File: src/rtl/bfs_pkg.sv
// Battery fault supervisor package: transaction types, configuration block and register indexes.
// No dependencies; imported by every module of the supervisor.
`default_nettype none

package bfs_pkg;

  localparam logic [7:0]  UV_CONSEC_SAMPLES = 8'd3;
  localparam logic [7:0]  TEMP_EVAL_PERIOD  = 8'd5;
  localparam logic [15:0] COUNT_MAX         = 16'hFFFF;

  localparam int unsigned ADDR_W = 5;
  localparam int unsigned DATA_W = 32;

  typedef enum logic [2:0] {
    REG_UV_MV,
    REG_UV_RECOVER_MV,
    REG_UV_RECOVER_TICKS,
    REG_OT_LIMIT,
    REG_OT_RECOVER_LIMIT,
    REG_OT_RECOVER_TICKS,
    REG_HEAT_ON_LIMIT,
    REG_HEAT_OFF_LIMIT
  } reg_idx_t;

  typedef struct packed {
    logic [14:0]        volt_sample;
    logic               volt_valid;
    logic signed [15:0] temp_sample;
    logic               temp_valid;
    logic               heater_permitted;
  } in_item_t;

  typedef struct packed {
    logic undervolt_fault;
    logic overtemp_fault;
    logic cold_fault;
    logic heater_drive;
    logic undervolt_set_pulse;
    logic overtemp_set_pulse;
    logic cold_set_pulse;
    logic volt_sensor_reinit;
    logic temp_evaluated;
  } out_item_t;

  typedef struct packed {
    logic [14:0]        undervolt_mv;
    logic [14:0]        undervolt_recover_mv;
    logic [15:0]        undervolt_recover_ticks;
    logic signed [15:0] overtemp_limit;
    logic signed [15:0] overtemp_recover_limit;
    logic [15:0]        overtemp_recover_ticks;
    logic signed [15:0] heat_on_limit;
    logic signed [15:0] heat_off_limit;
  } cfg_t;

endpackage

`default_nettype wire

File: src/rtl/battery_fault_supervisor.sv
// Battery fault supervisor top level: input register, tick update, result register.
// Depends on bfs_pkg, bfs_regs and bfs_core.
//
//   channel   direction  handshake            payload
//   in_       input      in_valid / in_stall   in_data  (in_item_t)
//   out_      output     out_valid / out_stall out_data (out_item_t)
//   config    input      psel/penable/pwrite   paddr, pwdata, prdata (APB-style)
//
// One tick per cycle while out_stall is low; a tick's result passes through the input
// register, then the result register holding the updated state.
// Reset is synchronous, active low; it clears all fault state and restores the
// register defaults. A stalled result holds in the result register while one more
// transaction waits in the input register; in_stall rises only when both are full.
`default_nettype none

module battery_fault_supervisor
  import bfs_pkg::*;
(
  input  wire logic              clk,
  input  wire logic              rst_n,
  input  wire logic              in_valid,
  output logic                   in_stall,
  input  wire in_item_t          in_data,
  output logic                   out_valid,
  input  wire logic              out_stall,
  output out_item_t              out_data,
  input  wire logic              psel,
  input  wire logic              penable,
  input  wire logic              pwrite,
  input  wire logic [ADDR_W-1:0] paddr,
  input  wire logic [DATA_W-1:0] pwdata,
  output logic      [DATA_W-1:0] prdata,
  output logic                   pready
);

  cfg_t      cfg;
  in_item_t  s1_data_r;
  logic      s1_valid_r, s1_valid_nxt;
  out_item_t out_data_r;
  logic      out_valid_r;
  out_item_t res;
  logic      s1_adv, s1_load, step;

  bfs_regs u_regs (
    .clk     (clk),
    .rst_n   (rst_n),
    .psel    (psel),
    .penable (penable),
    .pwrite  (pwrite),
    .paddr   (paddr),
    .pwdata  (pwdata),
    .prdata  (prdata),
    .pready  (pready),
    .cfg     (cfg)
  );

  bfs_core u_core (
    .clk   (clk),
    .rst_n (rst_n),
    .step  (step),
    .item  (s1_data_r),
    .cfg   (cfg),
    .res   (res)
  );

  assign s1_adv       = ~out_valid_r | ~out_stall;
  assign step         = s1_valid_r & s1_adv;
  assign in_stall     = s1_valid_r & ~s1_adv;
  assign s1_load      = in_valid & ~in_stall;
  assign s1_valid_nxt = s1_load | (s1_valid_r & ~s1_adv);
  assign out_valid    = out_valid_r;
  assign out_data     = out_data_r;

  always_ff @(posedge clk) begin
    if (!rst_n) begin
      s1_valid_r  <= 1'b0;
      out_valid_r <= 1'b0;
    end else begin
      s1_valid_r <= s1_valid_nxt;
      if (step) begin
        out_valid_r <= 1'b1;
      end else if (!out_stall) begin
        out_valid_r <= 1'b0;
      end
    end
  end

  always_ff @(posedge clk) begin
    if (s1_load) begin
      s1_data_r <= in_data;
    end
    if (step) begin
      out_data_r <= res;
    end
  end

endmodule

`default_nettype wire

File: src/rtl/bfs_regs.sv
// Battery fault supervisor configuration registers behind an APB-style port.
// Depends on bfs_pkg for the register indexes and the configuration block type.
`default_nettype none

module bfs_regs
  import bfs_pkg::*;
(
  input  wire logic              clk,
  input  wire logic              rst_n,
  input  wire logic              psel,
  input  wire logic              penable,
  input  wire logic              pwrite,
  input  wire logic [ADDR_W-1:0] paddr,
  input  wire logic [DATA_W-1:0] pwdata,
  output logic      [DATA_W-1:0] prdata,
  output logic                   pready,
  output cfg_t                   cfg
);

  cfg_t     cfg_r;
  reg_idx_t idx;
  logic     wr_en;

  assign idx    = reg_idx_t'(paddr[ADDR_W-1:2]);
  assign wr_en  = psel & penable & pwrite;
  assign pready = 1'b1;
  assign cfg    = cfg_r;

  always_ff @(posedge clk) begin
    if (!rst_n) begin
      cfg_r.undervolt_mv            <= 15'd3300;
      cfg_r.undervolt_recover_mv    <= 15'd3500;
      cfg_r.undervolt_recover_ticks <= 16'd10;
      cfg_r.overtemp_limit          <= 16'sd4500;
      cfg_r.overtemp_recover_limit  <= 16'sd4000;
      cfg_r.overtemp_recover_ticks  <= 16'd60;
      cfg_r.heat_on_limit           <= 16'sd0;
      cfg_r.heat_off_limit          <= 16'sd500;
    end else if (wr_en) begin
      case (idx)
        REG_UV_MV:            cfg_r.undervolt_mv            <= pwdata[14:0];
        REG_UV_RECOVER_MV:    cfg_r.undervolt_recover_mv    <= pwdata[14:0];
        REG_UV_RECOVER_TICKS: cfg_r.undervolt_recover_ticks <= pwdata[15:0];
        REG_OT_LIMIT:         cfg_r.overtemp_limit          <= pwdata[15:0];
        REG_OT_RECOVER_LIMIT: cfg_r.overtemp_recover_limit  <= pwdata[15:0];
        REG_OT_RECOVER_TICKS: cfg_r.overtemp_recover_ticks  <= pwdata[15:0];
        REG_HEAT_ON_LIMIT:    cfg_r.heat_on_limit           <= pwdata[15:0];
        REG_HEAT_OFF_LIMIT:   cfg_r.heat_off_limit          <= pwdata[15:0];
        default: ;
      endcase
    end
  end

  always_comb begin
    case (idx)
      REG_UV_MV:            prdata = {17'd0, cfg_r.undervolt_mv};
      REG_UV_RECOVER_MV:    prdata = {17'd0, cfg_r.undervolt_recover_mv};
      REG_UV_RECOVER_TICKS: prdata = {16'd0, cfg_r.undervolt_recover_ticks};
      REG_OT_LIMIT:         prdata = {16'd0, cfg_r.overtemp_limit};
      REG_OT_RECOVER_LIMIT: prdata = {16'd0, cfg_r.overtemp_recover_limit};
      REG_OT_RECOVER_TICKS: prdata = {16'd0, cfg_r.overtemp_recover_ticks};
      REG_HEAT_ON_LIMIT:    prdata = {16'd0, cfg_r.heat_on_limit};
      REG_HEAT_OFF_LIMIT:   prdata = {16'd0, cfg_r.heat_off_limit};
      default:              prdata = '0;
    endcase
  end

endmodule

`default_nettype wire

File: src/rtl/bfs_core.sv
// Battery fault supervisor tick update: fault flags, recovery counters, heater state.
// Depends on bfs_pkg for transaction types, configuration block and constants.
`default_nettype none

module bfs_core
  import bfs_pkg::*;
(
  input  wire logic     clk,
  input  wire logic     rst_n,
  input  wire logic     step,
  input  wire in_item_t item,
  input  wire cfg_t     cfg,
  output out_item_t     res
);

  logic [7:0]  low_run_r, low_run_nxt;
  logic [15:0] uv_cnt_r, uv_cnt_nxt;
  logic [15:0] ot_cnt_r, ot_cnt_nxt;
  logic [7:0]  phase_r, phase_nxt;
  logic        uv_r, uv_nxt;
  logic        ot_r, ot_nxt;
  logic        cold_r, cold_nxt;
  logic        heat_r, heat_nxt;

  logic [7:0]  low_inc;
  logic [15:0] uv_inc;
  logic [16:0] ot_sum;
  logic [15:0] ot_inc;
  logic [7:0]  phase_inc;
  logic        eval;
  logic        uv_pulse, ot_pulse, cold_pulse;

  always_comb begin
    low_run_nxt = low_run_r;
    uv_cnt_nxt  = uv_cnt_r;
    ot_cnt_nxt  = ot_cnt_r;
    uv_nxt      = uv_r;
    ot_nxt      = ot_r;
    cold_nxt    = cold_r;
    heat_nxt    = heat_r;
    uv_pulse    = 1'b0;
    ot_pulse    = 1'b0;
    cold_pulse  = 1'b0;

    low_inc = (low_run_r < UV_CONSEC_SAMPLES) ? low_run_r + 8'd1 : low_run_r;
    uv_inc  = (uv_cnt_r < COUNT_MAX) ? uv_cnt_r + 16'd1 : uv_cnt_r;
    ot_sum  = {1'b0, ot_cnt_r} + {9'd0, TEMP_EVAL_PERIOD};
    ot_inc  = ot_sum[16] ? COUNT_MAX : ot_sum[15:0];

    if (item.volt_valid) begin
      if (item.volt_sample < cfg.undervolt_mv) begin
        low_run_nxt = low_inc;
        if (low_inc >= UV_CONSEC_SAMPLES) begin
          uv_pulse   = ~uv_r;
          uv_nxt     = 1'b1;
          uv_cnt_nxt = '0;
        end
      end else begin
        low_run_nxt = '0;
        if (uv_r) begin
          if (item.volt_sample >= cfg.undervolt_recover_mv) begin
            uv_cnt_nxt = uv_inc;
            if (uv_inc >= cfg.undervolt_recover_ticks) begin
              uv_nxt     = 1'b0;
              uv_cnt_nxt = '0;
            end
          end else begin
            uv_cnt_nxt = '0;
          end
        end
      end
    end

    phase_inc = phase_r + 8'd1;
    eval      = (phase_inc >= TEMP_EVAL_PERIOD);
    phase_nxt = eval ? 8'd0 : phase_inc;

    if (eval && item.temp_valid) begin
      if (item.temp_sample > cfg.overtemp_limit) begin
        ot_pulse   = ~ot_r;
        ot_nxt     = 1'b1;
        ot_cnt_nxt = '0;
      end else if (ot_r) begin
        if (item.temp_sample <= cfg.overtemp_recover_limit) begin
          ot_cnt_nxt = ot_inc;
          if (ot_inc >= cfg.overtemp_recover_ticks) begin
            ot_nxt     = 1'b0;
            ot_cnt_nxt = '0;
          end
        end else begin
          ot_cnt_nxt = '0;
        end
      end

      if (item.temp_sample < cfg.heat_on_limit) begin
        cold_pulse = ~cold_r;
        cold_nxt   = 1'b1;
        heat_nxt   = item.heater_permitted;
      end else if (item.temp_sample >= cfg.heat_off_limit) begin
        cold_nxt = 1'b0;
        heat_nxt = 1'b0;
      end else if (!item.heater_permitted) begin
        heat_nxt = 1'b0;
      end
    end
  end

  always_comb begin
    res.undervolt_fault     = uv_nxt;
    res.overtemp_fault      = ot_nxt;
    res.cold_fault          = cold_nxt;
    res.heater_drive        = heat_nxt;
    res.undervolt_set_pulse = uv_pulse;
    res.overtemp_set_pulse  = ot_pulse;
    res.cold_set_pulse      = cold_pulse;
    res.volt_sensor_reinit  = ~item.volt_valid;
    res.temp_evaluated      = eval;
  end

  always_ff @(posedge clk) begin
    if (!rst_n) begin
      low_run_r <= '0;
      uv_cnt_r  <= '0;
      ot_cnt_r  <= '0;
      phase_r   <= '0;
      uv_r      <= 1'b0;
      ot_r      <= 1'b0;
      cold_r    <= 1'b0;
      heat_r    <= 1'b0;
    end else if (step) begin
      low_run_r <= low_run_nxt;
      uv_cnt_r  <= uv_cnt_nxt;
      ot_cnt_r  <= ot_cnt_nxt;
      phase_r   <= phase_nxt;
      uv_r      <= uv_nxt;
      ot_r      <= ot_nxt;
      cold_r    <= cold_nxt;
      heat_r    <= heat_nxt;
    end
  end

endmodule

`default_nettype wire

File: config.mk
export PLATFORM = sky130hd
export DESIGN_NAME = battery_fault_supervisor
export DESIGN_NICKNAME = d
export VERILOG_FILES = /design/src/rtl/bfs_pkg.sv /design/src/rtl/battery_fault_supervisor.sv /design/src/rtl/bfs_regs.sv /design/src/rtl/bfs_core.sv
export SDC_FILE = /design/constraint.sdc
export NUM_CORES = 1
export LEC_CHECK = 0
export ABC_AREA = 1
export CAP_MARGIN = 30
export CORE_UTILIZATION = 38
export CTS_CLUSTER_DIAMETER = 120
export DETAILED_ROUTE_END_ITERATION = 12
export DONT_BUFFER_PORTS = 1
export GPL_ROUTABILITY_DRIVEN = 0
export GPL_TIMING_DRIVEN = 1
export PLACE_DENSITY_LB_ADDON = 0.05
export REMOVE_ABC_BUFFERS = 1
export SLEW_MARGIN = 20
export SYNTH_ARGS = -nofsm -noshare
export SYNTH_HDL_FRONTEND = slang
export SYNTH_HIERARCHICAL = 1
export SYNTH_SLANG_ARGS = --single-unit
File: constraint.sdc
create_clock -name clk -period 4.3 [get_ports clk]
set_input_delay 0.215 -clock clk [delete_from_list [all_inputs] [get_ports clk]]
set_output_delay 0.215 -clock clk [all_outputs]
set_load 0.1 [all_outputs]
==> impl_metrics.ini <==
[pwr]
vdd_ir_drop_max_v = 0.000308
power_leakage_uw = 0.00773
power.density_nw_per_um2 = 328
p_total_uw = 5320

[clocking]
cts_buffer_depth = 3
clk_pin_slew_ns = 0.06
cts_tree = done
cts.sinks = 223
insertion_delay_ns = 0.56
cts_made_buffers = 28
cts-root-buf = clkbuf_16
post_cts_resized = 0
cts_max_level = 1

[route]
postRouteAntennaNets = 0
routed_wl_um = 44800
drt_iter0_drc = 1070
route.detailed.drc = 0
wl_per_cell_um = 17.6
viasPerCell = 5.09
firstDrtPassIters = 5
route.vias.total = 13000

[setup_path]
worstSetupPathType = flop to flop
critPathCaptureType = flop
cp-start-kind = flop
cp.required_ns = 4.80
cp.arrival_ns = 3.85
reg2reg_slack_ns = 0.95
crit_path_max_fanout = 16
r2r-end = u_core/uv_cnt_r[8]
rr_worst_depth = 20
r2r-start = u_core/uv_cnt_r[0]

[logic_synthesis]
synth_cell_types = 48
synth_most_common_cell = nand2_1
synth_edf_count = 43
syn_area_um2 = 14200
async_reset_ff_share_pct = 0
synthFlopType = dfxtp_1
yosys-top-cells-area = dfxtp_1, ha_1, nand2_1, nor2_1, edfxtp_1
postSynthAreaPerCell_um2 = 6.95
yosys_warnings = 6
ys_ff_latch = 223
ys_seq_area_share_pct = 34.4
synth_top_area_share_pct = 25.3
postSynthCellCount = 2049
synthTopCellsByCount = nand2_1, nor2_1, inv_1, dfxtp_1, ha_1
yosysTopAreaCell = dfxtp_1

[sta]
tightestPinTransition_ns = 1.03
skew_ns = 0.00930
hold-worst-slack_ns = 0.0279
post-route-min-period_ns = 3.35
rsz0062_at_grt = no
maxSlewViolCount = 0
max_slew_margin_pct = 30.8
clock.fmax_mhz = 298
finalSetupTns_ns = 0
hold_viol = 0
fin_ws_ns = 0.949
setup_viol = 0
period_share_pct = 77.9

[layout]
utilization_pct = 44.2
areaGrowthSynthToFinish_pct = 13.9
finalNetCount = 2269
insertedDiodeCount = 0
drive_gt1_share_pct = 6.24

[floorplanning]
rows = 70
start_util_pct = 38.8
die_x_um = 196
core-area_um2 = 36700
die_h_um = 196
dieArea_um2 = 38200
ios = 122

[grt]
grt_max_degree = 157
antenna_found_initial = 1
grt_usage_pct = 23.5
grt_remaining_overflow = 0
grt_pass1_vias = 12200
grt_pass1_wl_um = 69900

[outcome]
status = completed

[worst_hold_path]
min_to = u_regs/cfg[55]
worstHoldStart = paddr[4]
hold_path.class = primary input to flop
worstHoldPathCells = 4

[place]
io_buffers = 0
dpl_worst_slack_ns = 0.982
hpwl_um = 30800

[job]
maxCapViolCount = 0
## placed cells by master (no fill, tap or decap), drive strengths merged, types with 22 or more instances in the layout
| cell type | instances |
|---|---|
| nand3 | 138 |
| edfxtp | 43 |
| dfxtp | 180 |
| ha | 129 |
| nor3 | 31 |
| nand2 | 420 |
| inv | 263 |
| dlygate4sd3 | 63 |
| nand4 | 78 |
| nor2 | 399 |
| clkbuf | 46 |
| o21ai | 120 |
| buf | 22 |
| a21oi | 72 |
## routing by layer
layer	global-route usage [%]	part of all wire, %	wire length [µm]
met3	4.20	6.6	2960
met5	0	0.029	13
met1	33.1	47	21200
met2	37.5	44	19900
met4	4.99	1.8	810
## sequential cells by signal (all words and copies together), names as in the netlist
signal            count
u_core/uv_cnt_r      16
s1_valid_r            1
u_core/low_run_r      8
out_valid             1
u_regs/cfg          126
out_data              9
u_core/heat_r         1
u_core/uv_r           1
u_core/cold_r         1
u_core/phase_r        8
u_core/ot_cnt_r      16
u_core/ot_r           1
s1_data_r            34
## metrics by stage
step           area, µm²  cells
2_1_floorplan      13600   1947
3_3_place_gp       14300   2423
3_5_place_dp       14600   2436
4_1_cts            16200   2550
5_1_grt            16200   2550
6_report           16200   2550
## cell families after synthesis
logic type                 Yosys count  synth area share [%]
and+or+nand+nor                   1089                  33.8
adders and majority gates          129                  11.3
AOI/OAI and AO/OA                  209                  7.74
other                                2                0.0528
DFF                                223                  34.4
buffers and inverters              381                  11.7
xor gates and xnor gates            16                  1.04
## layout make-up
type | instances | area (µm²)
clock buffer | 46 | 902
inverter | 264 | 993
fill | 3774 | 20500
clock inverter | 4 | 45.0
sequential | 223 | 4890
tap | 468 | 586
timing repair buffer | 85 | 1050
multi-input combinational | 1460 | 7740
## what timing repair did
action / CTS / global route
hold buffers: 64 / 0
setup buffers: 0 / 0
endpoints found under the hold margin: 208 / 0
## report_power, final
part	leakage [µW]	internal (µW)	switching [µW]
logic	0.00539	190	457
registers	0.00187	2180	59.8
clock network	0.000468	1480	956
## worst max path at each step
| stage | from | to | slack [ns] | depth (start not counted) |
|---|---|---|---|---|
| 2_1_floorplan | u_core/uv_cnt_r[0] | u_core/uv_cnt_r[4] | 1.26 | 18 |
| 3_5_place_dp | u_core/uv_cnt_r[0] | u_core/uv_cnt_r[2] | 0.98 | 20 |
| 5_1_grt | u_core/uv_cnt_r[0] | u_core/uv_cnt_r[1] | 0.48 | 21 |
| 4_1_cts | u_core/uv_cnt_r[0] | u_core/uv_cnt_r[12] | 0.96 | 21 |
| 6_report | u_core/uv_cnt_r[0] | u_core/uv_cnt_r[8] | 0.95 | 20 |
| 3_3_place_gp | u_core/uv_cnt_r[0] | u_core/uv_cnt_r[4] | 1.00 | 20 |
## worst max-delay path: stages (launching register included)
cell and delay, ns:
dfxtp_1 0.30, buf_4 0.14, ha_1 0.24, nand3_1 0.18, nor2_4 0.20, nand4_1 0.14, buf_4 0.21, inv_2 0.10
nor2_1 0.04, a21oi_1 0.16, ha_1 0.27, a21oi_1 0.14, o21ai_0 0.09, nand2_1 0.07, nand2_1 0.04, nand2_1 0.05
nand3_1 0.12, nor2_4 0.40, nand3_1 0.10, and2_1 0.18, nor2_1 0.08
(Power assumes the default switching activity.)
